### config.mk
export PLATFORM = sky130hd
export DESIGN_NAME = led_strobe_and_fade_channel_core
export DESIGN_NICKNAME = d
export VERILOG_FILES = /design/src/design/lsf_pkg.sv /design/src/design/lsf_cfg_regs.sv /design/src/design/lsf_blink.sv /design/src/design/lsf_fade.sv /design/src/design/led_strobe_and_fade_channel_core.sv
export VERILOG_INCLUDE_DIRS = /design/src /design/src/design
export SDC_FILE = /design/constraint.sdc
export NUM_CORES = 1
export LEC_CHECK = 0
export ABC_CLOCK_PERIOD_IN_PS = 9100
export BUFFER_PORTS_ARGS = -buffer_cell sky130_fd_sc_hd__buf_4
export CAP_MARGIN = 20
export CORE_UTILIZATION = 40
export DETAILED_ROUTE_END_ITERATION = 7
export PLACE_DENSITY = 0.56
export SLEW_MARGIN = 20
export SYNTH_ARGS = -nofsm -noshare
export SYNTH_HDL_FRONTEND = slang
export SYNTH_SLANG_ARGS = --single-unit
### constraint.sdc
create_clock -name clk -period 9.1 [get_ports clk]
set_clock_uncertainty 0.2 [all_clocks]
set_input_delay 1.365 -clock clk [delete_from_list [all_inputs] [get_ports clk]]
set_output_delay 1.365 -clock clk [all_outputs]
set_load 0.01 [all_outputs]
### src/design/led_strobe_and_fade_channel_core_macros.svh
// Assertion macros used by the LED channel core.
// Depends on nothing; users must have clk and arst_n in scope.
`ifndef LED_STROBE_AND_FADE_CHANNEL_CORE_MACROS_SVH
`define LED_STROBE_AND_FADE_CHANNEL_CORE_MACROS_SVH

// Clocked property checked outside reset.
`define LSF_ASSERT(label, prop, msg) \
	label: assert property (@(posedge clk) disable iff (!arst_n) (prop)) else $error(msg);

// Condition that must never be seen at a clock edge outside reset.
`define LSF_NEVER(label, cond, msg) \
	label: assert property (@(posedge clk) disable iff (!arst_n) !(cond)) else $error(msg);

`endif

### src/design/lsf_pkg.sv
// Package for the LED strobe and fade channel: modes, register indexes,
// constants and the structs passed between the channel modules. No dependencies.
package lsf_pkg;

	typedef enum logic [1:0] {
		MODE_OFF      = 2'd0,
		MODE_BLINK    = 2'd1,
		MODE_FADE     = 2'd2,
		MODE_SWITCHED = 2'd3
	} mode_t;

	localparam int CFG_IDX_W  = 3;
	localparam int CFG_DATA_W = 16;

	localparam logic [CFG_IDX_W-1:0] REG_MODE      = 3'd0;
	localparam logic [CFG_IDX_W-1:0] REG_STEPS     = 3'd1;
	localparam logic [CFG_IDX_W-1:0] REG_PERIOD    = 3'd2;
	localparam logic [CFG_IDX_W-1:0] REG_DURATION  = 3'd3;
	localparam logic [CFG_IDX_W-1:0] REG_THRESHOLD = 3'd4;

	localparam logic [7:0]  RST_STEPS     = 8'd1;
	localparam logic [15:0] RST_PERIOD    = 16'd1000;
	localparam logic [15:0] RST_DURATION  = 16'd1000;
	localparam logic [15:0] RST_THRESHOLD = 16'd0;

	localparam logic [7:0] LEVEL_ON  = 8'd255;
	localparam logic [7:0] LEVEL_OFF = 8'd0;

	// Beacon phase codes held in the shared phase register.
	localparam logic [8:0] FADE_RISE = 9'd0;
	localparam logic [8:0] FADE_FALL = 9'd1;
	localparam logic [8:0] FADE_HOLD = 9'd2;

	localparam logic signed [10:0] FADE_MAX = 11'sd511;
	localparam logic signed [10:0] FADE_MIN = -11'sd512;
	localparam logic signed [10:0] FADE_TOP = 11'sd255;

	typedef struct packed {
		mode_t       mode;
		logic [7:0]  step_count;
		logic [15:0] period_ms;
		logic [15:0] duration_ms;
		logic [15:0] pulse_threshold;
		logic [15:0] burst_gap;
	} cfg_t;

	typedef struct packed {
		logic [31:0]        last_time;
		logic [8:0]         phase;
		logic signed [9:0]  fade_level;
	} chan_state_t;

	typedef struct packed {
		logic        update;
		logic        analog_drive;
		logic [7:0]  level;
		chan_state_t nxt;
	} tick_res_t;

endpackage

### src/design/lsf_cfg_regs.sv
// Configuration registers of the LED channel plus the registered burst gap.
// Depends on lsf_pkg.
module lsf_cfg_regs (
	input  logic                            clk,
	input  logic                            arst_n,
	input  logic                            cfg_we,
	input  logic [lsf_pkg::CFG_IDX_W-1:0]  cfg_index,
	input  logic [lsf_pkg::CFG_DATA_W-1:0] cfg_data,
	output lsf_pkg::cfg_t                   cfg
);
	import lsf_pkg::*;

	mode_t       mode_q;
	logic [7:0]  steps_q;
	logic [15:0] period_q;
	logic [15:0] duration_q;
	logic [15:0] threshold_q;
	logic [15:0] gap_q;

	logic [7:0]  steps_m1;
	logic [23:0] half_burst;
	logic [24:0] burst;
	logic [15:0] gap_d;

	always_ff @(posedge clk or negedge arst_n) begin
		if (!arst_n) begin
			mode_q      <= MODE_OFF;
			steps_q     <= RST_STEPS;
			period_q    <= RST_PERIOD;
			duration_q  <= RST_DURATION;
			threshold_q <= RST_THRESHOLD;
		end else if (cfg_we) begin
			case (cfg_index)
				REG_MODE:      mode_q      <= mode_t'(cfg_data[1:0]);
				REG_STEPS:     steps_q     <= cfg_data[7:0];
				REG_PERIOD:    period_q    <= cfg_data;
				REG_DURATION:  duration_q  <= cfg_data;
				REG_THRESHOLD: threshold_q <= cfg_data;
				default: ;
			endcase
		end
	end

	// The burst covers every flash half but the last pair; what remains of
	// the period is the gap, floored at zero.
	always_comb begin
		steps_m1   = (steps_q == 8'd0) ? 8'd0 : steps_q - 8'd1;
		half_burst = steps_m1 * duration_q;
		burst      = {half_burst, 1'b0};
		gap_d      = ({9'd0, period_q} > burst) ? period_q - burst[15:0] : 16'd0;
	end

	always_ff @(posedge clk or negedge arst_n) begin
		if (!arst_n) begin
			gap_q <= RST_PERIOD;
		end else begin
			gap_q <= gap_d;
		end
	end

	assign cfg = '{mode: mode_q, step_count: steps_q, period_ms: period_q,
		duration_ms: duration_q, pulse_threshold: threshold_q, burst_gap: gap_q};

endmodule

### src/design/lsf_blink.sv
// Strobe blinker tick logic: next state and drive for one tick.
// Depends on lsf_pkg.
module lsf_blink (
	input  lsf_pkg::cfg_t        cfg,
	input  lsf_pkg::chan_state_t st,
	input  logic [31:0]          now_ms,
	input  logic [15:0]          pulse_width,
	output lsf_pkg::tick_res_t   res
);
	import lsf_pkg::*;

	logic [31:0] elapsed;
	logic [8:0]  ph;
	logic        fire;

	always_comb begin
		elapsed = now_ms - st.last_time;
		// Past the gap the burst restarts, but the time mark stays.
		ph   = (elapsed > {16'd0, cfg.burst_gap}) ? 9'd0 : st.phase;
		fire = (ph < {cfg.step_count, 1'b0}) && (elapsed > {16'd0, cfg.duration_ms});

		res              = '0;
		res.nxt          = st;
		res.nxt.phase    = ph;
		if (fire) begin
			res.update        = 1'b1;
			res.level         = (!ph[0] && (pulse_width > cfg.pulse_threshold)) ?
				LEVEL_ON : LEVEL_OFF;
			res.nxt.last_time = now_ms;
			res.nxt.phase     = ph + 9'd1;
		end
	end

endmodule

### src/design/lsf_fade.sv
// Fading beacon tick logic: ramp up, ramp down, hold at zero until the period is up, then ramp up again.
// Depends on lsf_pkg.
module lsf_fade (
	input  lsf_pkg::cfg_t        cfg,
	input  lsf_pkg::chan_state_t st,
	input  logic [31:0]          now_ms,
	output lsf_pkg::tick_res_t   res
);
	import lsf_pkg::*;

	logic [31:0]        elapsed;
	logic signed [10:0] cur;
	logic signed [10:0] stp;
	logic signed [10:0] sum;
	logic signed [10:0] sat;

	always_comb begin
		elapsed = now_ms - st.last_time;
		cur     = {st.fade_level[9], st.fade_level};
		stp     = {3'b000, cfg.step_count};
		sum     = (st.phase == FADE_RISE) ? cur + stp : cur - stp;
		if (sum > FADE_MAX) begin
			sat = FADE_MAX;
		end else if (sum < FADE_MIN) begin
			sat = FADE_MIN;
		end else begin
			sat = sum;
		end

		res     = '0;
		res.nxt = st;
		if ((st.phase < FADE_HOLD) && (elapsed >= {16'd0, cfg.duration_ms})) begin
			res.update         = 1'b1;
			res.analog_drive   = 1'b1;
			// The stored level may run past the PWM range; the drive is clipped.
			if (sat < 11'sd0) begin
				res.level = LEVEL_OFF;
			end else if (sat > FADE_TOP) begin
				res.level = LEVEL_ON;
			end else begin
				res.level = sat[7:0];
			end
			res.nxt.fade_level = sat[9:0];
			res.nxt.last_time  = now_ms;
			if (sat >= FADE_TOP) begin
				res.nxt.phase = FADE_FALL;
			end
			if (sat <= 11'sd0) begin
				res.nxt.phase = FADE_HOLD;
			end
		end else if ((st.phase == FADE_HOLD) && (elapsed >= {16'd0, cfg.period_ms})) begin
			res.nxt.last_time = now_ms;
			res.nxt.phase     = FADE_RISE;
		end
	end

endmodule

### src/design/led_strobe_and_fade_channel_core.sv
// LED strobe and fade channel core: one result item per accepted tick item.
// Path: an item taken on s_axis waits in the input register while the output
// register is full and not being emptied, then moves into it and is offered on m_axis.
// Throughput: one item per cycle while m_axis does not stall, bounded by the
// channel state update, which runs combinationally from the state registers back into them.
// Reset: arst_n clears the stage valids and channel state, loads register defaults.
module led_strobe_and_fade_channel_core (
	input  logic                            clk,
	input  logic                            arst_n,
	// Tick input: tdata bits 31:0 now_ms, bits 47:32 pulse_width.
	input  logic                            s_axis_tvalid,
	output logic                            s_axis_tready,
	input  logic [47:0]                     s_axis_tdata,
	// Drive output: tdata bit 0 update, bit 1 analog_drive, bits 9:2 level,
	// bits 15:10 zero.
	output logic                            m_axis_tvalid,
	input  logic                            m_axis_tready,
	output logic [15:0]                     m_axis_tdata,
	// Configuration write port.
	input  logic                            cfg_we,
	input  logic [lsf_pkg::CFG_IDX_W-1:0]  cfg_index,
	input  logic [lsf_pkg::CFG_DATA_W-1:0] cfg_data
);
	import lsf_pkg::*;
	`include "led_strobe_and_fade_channel_core_macros.svh"

	cfg_t cfg;

	// Input register stage.
	logic        valid_s1;
	logic [31:0] now_s1;
	logic [15:0] pw_s1;

	// Channel state, carried from one tick to the next.
	chan_state_t state_q;

	// Output register.
	logic        out_valid_q;
	logic        update_q;
	logic        analog_q;
	logic [7:0]  level_q;

	tick_res_t blink_res;
	tick_res_t fade_res;
	tick_res_t idle_res;
	tick_res_t res;
	logic      advance;

	lsf_cfg_regs u_cfg (
		.clk       (clk),
		.arst_n    (arst_n),
		.cfg_we    (cfg_we),
		.cfg_index (cfg_index),
		.cfg_data  (cfg_data),
		.cfg       (cfg)
	);

	lsf_blink u_blink (
		.cfg         (cfg),
		.st          (state_q),
		.now_ms      (now_s1),
		.pulse_width (pw_s1),
		.res         (blink_res)
	);

	lsf_fade u_fade (
		.cfg    (cfg),
		.st     (state_q),
		.now_ms (now_s1),
		.res    (fade_res)
	);

	// The item in the input register moves on when the output register is
	// empty or is being emptied in this cycle. The input register in turn
	// takes a new item whenever it is empty or moving on.
	assign advance       = valid_s1 && (!out_valid_q || m_axis_tready);
	assign s_axis_tready = !valid_s1 || advance;

	always_ff @(posedge clk or negedge arst_n) begin
		if (!arst_n) begin
			valid_s1 <= 1'b0;
		end else if (s_axis_tready) begin
			valid_s1 <= s_axis_tvalid;
		end
	end

	always_ff @(posedge clk) begin
		if (s_axis_tready && s_axis_tvalid) begin
			now_s1 <= s_axis_tdata[31:0];
			pw_s1  <= s_axis_tdata[47:32];
		end
	end

	// Mode select. An unused mode, or a switched beacon whose pulse is not
	// above the threshold, leaves the state alone and writes nothing.
	always_comb begin
		idle_res     = '0;
		idle_res.nxt = state_q;
		case (cfg.mode)
			MODE_BLINK:    res = blink_res;
			MODE_FADE:     res = fade_res;
			MODE_SWITCHED: res = (pw_s1 > cfg.pulse_threshold) ? fade_res : idle_res;
			default:       res = idle_res;
		endcase
	end

	always_ff @(posedge clk or negedge arst_n) begin
		if (!arst_n) begin
			state_q     <= '0;
			out_valid_q <= 1'b0;
		end else begin
			if (advance) begin
				state_q <= res.nxt;
			end
			if (advance) begin
				out_valid_q <= 1'b1;
			end else if (m_axis_tready) begin
				out_valid_q <= 1'b0;
			end
		end
	end

	always_ff @(posedge clk) begin
		if (advance) begin
			update_q <= res.update;
			analog_q <= res.analog_drive;
			level_q  <= res.level;
		end
	end

	assign m_axis_tvalid = out_valid_q;
	assign m_axis_tdata  = {6'd0, level_q, analog_q, update_q};

	// A processed item always lands in the output register.
	`LSF_ASSERT(a_advance_fills_out, advance |=> m_axis_tvalid, "processed item lost")
	// A result without a write carries a zero drive.
	`LSF_ASSERT(a_no_write_is_zero,
		(m_axis_tvalid && !update_q) |-> (!analog_q && level_q == LEVEL_OFF),
		"drive fields set without a write")
	// Digital writes are full on or full off.
	`LSF_ASSERT(a_digital_levels,
		(m_axis_tvalid && update_q && !analog_q) |->
		(level_q == LEVEL_ON || level_q == LEVEL_OFF),
		"digital write with a partial level")
	// PWM writes come only from the beacon modes.
	`LSF_NEVER(a_analog_only_fade, advance && res.analog_drive && !cfg.mode[1],
		"PWM write outside beacon mode")

endmodule
=== After elaboration in Yosys (flattened, before gate mapping) ===
Index checks and enable logic that the tools add are counted.

* Input bits: 72
* Memory bits (read-only): 0
* Bits in latches: 0
* Memories: 0
* Memory bits (writable): 0
* Output and inout bits: 18
* Logic and storage cells: 94
* Register bits: 185

* Equal/unequal tests: 10
* Shifts and indexed selects: 0
* Bitwise logic cells: 1
* Add/subtract/negate cells: 6
* Divide/modulo/power cells: 0
* Reductions and logical operators: 25
* Muxes and demuxes: 21
* Magnitude comparators: 14
* $mul: 1

{| class="wikitable"
|+ Operators with widths
! operator !! number
|-
| case mux 61 bit (3 select lines) || 1
|-
| two-way mux 41 bit || 2
|-
| greater-or-equal comparator 32 x 16 -> 1 bit || 2
|-
| > comparator 32 x 16 -> 1 bit || 2
|-
| two-way mux 61 bit || 1
|-
| two-way mux 49 bit || 1
|-
| two-way mux 11 bit || 3
|-
| two-way mux 8 bit || 4
|-
| subtractor 32 bit || 1
|-
| two-way mux 9 bit || 3
|-
| > comparator 16 x 25 -> 1 bit || 1
|-
| multiplier 8 x 16 -> 24 bit || 1
|-
| two-way mux 10 bit || 2
|-
| > comparator 16 bit || 1
|-
| two-way mux 16 bit || 1
|-
| subtractor 16 bit || 1
|-
| adder 10 x 9 -> 11 bit || 1
|-
| greater-or-equal comparator 11 x 9 -> 1 bit, second input constant || 1
|-
| > comparator 11 x 10 -> 1 bit, second input constant || 1
|-
| > comparator 11 x 9 -> 1 bit, second input constant || 1
|-
| less-or-equal comparator 11 x 1 -> 1 bit, second input constant || 1
|-
| < comparator 11 x 1 -> 1 bit, second input constant || 1
|-
| < comparator 11 x 10 -> 1 bit, second input constant || 1
|-
| subtractor 10 x 9 -> 11 bit || 1
|-
| other kinds (25) || 43
|}

=== Logic depth before layout (Yosys ltp) ===
* Depth in word-level cells: 11
* Depth in mapped cells: 36
* Depth with buffers taken out: 34

=== By module ===
Synthesis repeated with hierarchy kept, for this count alone.

* Cells, all modules: 2,334
* Area, all modules: 21,374.2 µm²

{| class="wikitable"
|+ Modules (own cells, without submodules)
! module !! sequential area each (µm²) !! cells an instance !! times used !! area an instance (µm²)
|-
| lsf_cfg_regs || 1,875.5 || 784 || 1 || 7,692.4
|-
| led_strobe_and_fade_channel_core || 3,067.9 || 327 || 1 || 4,936.0
|-
| lsf_blink || 0.0 || 630 || 1 || 4,498.1
|-
| lsf_fade || 0.0 || 593 || 1 || 4,247.8
|}

=== Worst setup path before layout ===
No wires, ideal clock.

* Kind: register to register
* Start point: register u_cfg.steps_q[0]
* End point: register u_cfg.gap_q[14]
* Cell stages (with the launch flop): 35
* Setup time: 0.066 ns
* Setup slack: 0.763 ns
* Buffers on the path: 3
* Data arrival time: 8.071 ns
* Required time: 8.834 ns
* Clock period less this slack: 8.337 ns
* Path through: dfstp_2 -> inv_1 -> ha_1 -> nand2_1 -> nor3_1 -> and3_1 -> clkbuf_1 -> buf_1 -> nor3_1 -> fa_1 -> inv_1 -> fa_1 -> inv_1 -> fa_1 -> inv_1 -> fa_1 -> inv_1 -> ha_1 -> or3_1 -> a2111oi_0 -> or2_2 -> nor2b_1 -> o21a_1 -> nor2_1 -> xor2_1 -> ha_1 -> nand4_1 -> o41ai_1 -> nor4_1 -> o221ai_1 -> nor4_1 -> nand3_1 -> a2111oi_1 -> clkbuf_1 -> o311a_1

* Word-level cells in the longest chain between the ends: 5
* Elaborated cells on any way between the ends: 7
* Classes of those cells: add/sub: 2; mul: 1; order compare: 1; mux: 2; reduce/logical: 1

{| class="wikitable"
|+ RTL lines
! element !! line !! RTL
|-
| start: declaration || lsf_cfg_regs.sv:14 || <nowiki>logic [7:0] steps_q;</nowiki>
|-
| start signal: assignment || lsf_cfg_regs.sv:35 || <nowiki>REG_STEPS: steps_q <= cfg_data[7:0];</nowiki>
|-
| subtractor 8 x 1 -> 8 bit or logical NOT 8 bit (tied branches) || lsf_cfg_regs.sv:47 || <nowiki>steps_m1 = (steps_q == 8'd0) ? 8'd0 : steps_q - 8'd1;</nowiki>
|-
| two-way mux 8 bit (*) || lsf_cfg_regs.sv:47 ||
|-
| multiplier 8 x 16 -> 24 bit (*) || lsf_cfg_regs.sv:48 || <nowiki>half_burst = steps_m1 * duration_q;</nowiki>
|-
| > comparator 16 x 25 -> 1 bit or subtractor 16 bit (tied branches) || lsf_cfg_regs.sv:50 || <nowiki>gap_d = ({9'd0, period_q} > burst) ? period_q - burst[15:0] : 16'd0;</nowiki>
|-
| two-way mux 16 bit (*) || lsf_cfg_regs.sv:50 ||
|-
| named net u_cfg.gap_d[14] || lsf_cfg_regs.sv:23 || <nowiki>logic [15:0] gap_d;</nowiki>
|-
| end signal: assignment || lsf_cfg_regs.sv:57 || <nowiki>gap_q <= gap_d;</nowiki>
|-
| end: declaration || lsf_cfg_regs.sv:18 || <nowiki>logic [15:0] gap_q;</nowiki>
|}

Mark *: on every way through the listed nets, which the timed path passes. The rest lies on a longest branch.
A chain may end at the register's enable or synchronous reset.

=== Worst setup path in the final report ===
* Start point: register u_cfg.steps_q[2]
* End point: register u_cfg.gap_q[1]

The elaborated chain is that of the path after synthesis.

==> qor.txt <==
Status = finished clean
Post-synth EDFFs = 58
#FFs+latches synth = 185
Headroom to the max-slew limit = 27.3%
Layout cells sized above 1 = 12.7%
Worst EP required = 9.31 ns
Pins Over Slew Limit = 0
HPWL Detailed = 36.0 mm
Slowest CP cell = fa_1
Initial Util = 40.6%
CP most frequent cell = fa_1
Clock sink count = 185
Layout Nets = 2193
Critical path type = reg2reg
Setup crit end kind = register
RSZ-0062 raised after global routing = false
ANT nets after route = 0
CTS tree = done
Worst slack at placement = 0.341 ns
Crit share post-route = 93.7%
Worst skew pair latency = 0.48 ns
CP Launch Type = register
Die W = 206 um
CTS buffer count = 17
First-pass GRT wire length = 72.1 mm
Final WS setup = 0.570 ns
Post-CTS Resized = 0
Die H = 206 um
Fmax = 117 MHz
Largest net degree at the start of global routing = 75
Cell row count = 74
Synthesized cell area = 16600 um^2
TNS Setup = 0 ns
GRT overflow = 0
Yosys warns = 0
ANT cells = 0
Worst-Margin Slew = 1.08 ns
Die area = 42300 um^2
RePlAce Congestion = 0.955
CTS Hold Buffers Added = 0
Most used DFF post-synth = dfrtp_1
Post-Syn Instances = 1790
Initial antenna violation count = 0
DR WL/cell = 18.6 um
Syn_area_per_cell = 9.27 um^2
Crit-path max FO = 16
Crit path arrival time = 8.74 ns
Hold Violations, Final = 0
Vias per inst = 5.44
Final Critical Period = 8.53 ns
Min-Delay Path Class = reg2reg
First-pass DRT Iterations = 7
Routed WL = 44.8 mm
Yosys cell types = 82
FFs w/ async S/R, synth = 68.6%
Post-synthesis sequential area ratio = 29.8%
Max Root-Sink Buffers = 2
Area growth syn-to-layout = 10.9%
Root buffer cell = clkbuf_16
Vias = 13.1k
H-tree levels = 4
First DRT Iteration DRCs = 795
DRC viols = 0
Port Buffers = 83
Maxcap violations = 0
Total GRT Usage = 22.2%
Number of I/O pins = 90
CP peak stage delay = 0.56 ns
Post-CTS setup-driven buffer insertion count = 0
Clock Pin Slew Worst Setup and Hold Paths = 0.08 ns
Core area = 40800 um^2
Final setup fails = 0
Vias in the first global route = 13.0k
==> cells in the mapped netlist (35+ instances only) <==
| cell type | count | share of area [%] |
|---|---|---|
| dfrtp_1 | 108 | 16 |
| nor3_1 | 81 | 2.4 |
| ha_1 | 173 | 13 |
| o21ai_0 | 100 | 3.0 |
| fa_1 | 87 | 11 |
| a21o_1 | 35 | 1.6 |
| nand2_1 | 158 | 3.6 |
| nor2_1 | 107 | 2.4 |
| a21oi_1 | 78 | 2.4 |
| xnor2_1 | 41 | 2.2 |
| edfxtp_1 | 58 | 11 |
| clkbuf_1 | 35 | 0.79 |
| inv_1 | 252 | 5.7 |
==> per-stage QoR <==
stage | cell area (um^2) | util (%) | hold slack (ns) | instances
after floorplan | 16600 | - | 0.257 | 1795
after global placement | 17800 | 43.6 | 0.270 | 2374
after detailed placement | 17800 | 43.6 | 0.293 | 2374
after CTS | 18400 | 45.0 | 0.307 | 2406
after global routing | 18400 | 45.0 | 0.321 | 2406
final | 18400 | 45.0 | 0.304 | 2406
==> routing by layer <==
metal | up-vias | GRT usage (%) | share of wire (%)
met5 | - | 0 | 0
met4 | 0 | 4.76 | 1.3
met3 | 41 | 3.29 | 3.9
met2 | 288 | 35.6 | 47
met1 | 6410 | 31.5 | 48
li1 | 6351 | - | -
==> kinds of logic after synthesis <==
logic type      Yosys count  share of synthesized area, %
compound gates          354                          14.0
xor+xnor                 60                          3.17
flops                   185                          29.8
simple gates            543                          16.2
other cells               1                        0.0226
buf+inv                 307                          7.30
mux                      71                          5.43
fa+ha+maj               269                          24.1
==> critical path, delay by kind of cell, from the launching register on <==
kind,cells,cell delay [ns]
buf+inv,5,0.77
xor+xnor,1,0.16
mux,1,0.37
compound gates,5,1.29
fa+ha+maj,6,2.66
flops,1,0.41
simple gates,13,2.62
==> worst paths after layout <==
path / cells after the start / from / to / slack [ns]
min: 1 / valid_s1 / m_axis_tvalid / 0.30
max reg2reg: 31 / u_cfg.steps_q[2] / u_cfg.gap_q[1] / 0.57
max: 31 / u_cfg.steps_q[2] / u_cfg.gap_q[1] / 0.57
max in group asynchronous: 2 / arst_n / u_cfg.period_q[4] / 6.63
min in group asynchronous: 1 / arst_n / idle_res[5] / 0.66
min reg2reg: 1 / valid_s1 / m_axis_tvalid / 0.30
==> sequential cells by signal (all words and copies together), names as in the netlist <==
name and flops:
u_cfg.period_q 16, update_q 1, analog_q 1, u_cfg.gap_q 16, u_cfg.duration_q 16, level_q 8
u_cfg.threshold_q 16, m_axis_tvalid 1, now_s1 32, idle_res 51, u_cfg.steps_q 8, valid_s1 1
pw_s1 16, u_cfg.mode_q 2
==> cell usage in the layout, fill, tap and decap left out, types with 22 or more instances in the layout <==
master,count
nand3_1,29
nand4_1,27
nor2_1,106
nand2_1,158
mux2_4,30
a21o_1,35
a21oi_1,78
and2_1,28
xnor2_1,40
o21ai_0,100
and3_1,22
mux2_2,32
fa_1,87
dfrtp_1,108
buf_4,96
edfxtp_1,58
inv_1,252
nor3_1,79
ha_1,173
==> final cells by class <==
| cell class | instances | area, um^2 |
|---|---|---|
| inverter | 256 | 961 |
| clock inverter | 10 | 80.1 |
| multi-input combinational | 1303 | 10500 |
| tap | 532 | 666 |
| timing repair buffer | 98 | 752 |
| fill | 4024 | 22400 |
| sequential | 185 | 4940 |
| clock buffer | 22 | 490 |
Power is not shown: default switching activity piles up to over one toggle a cycle in this logic, so the estimate is an artifact.
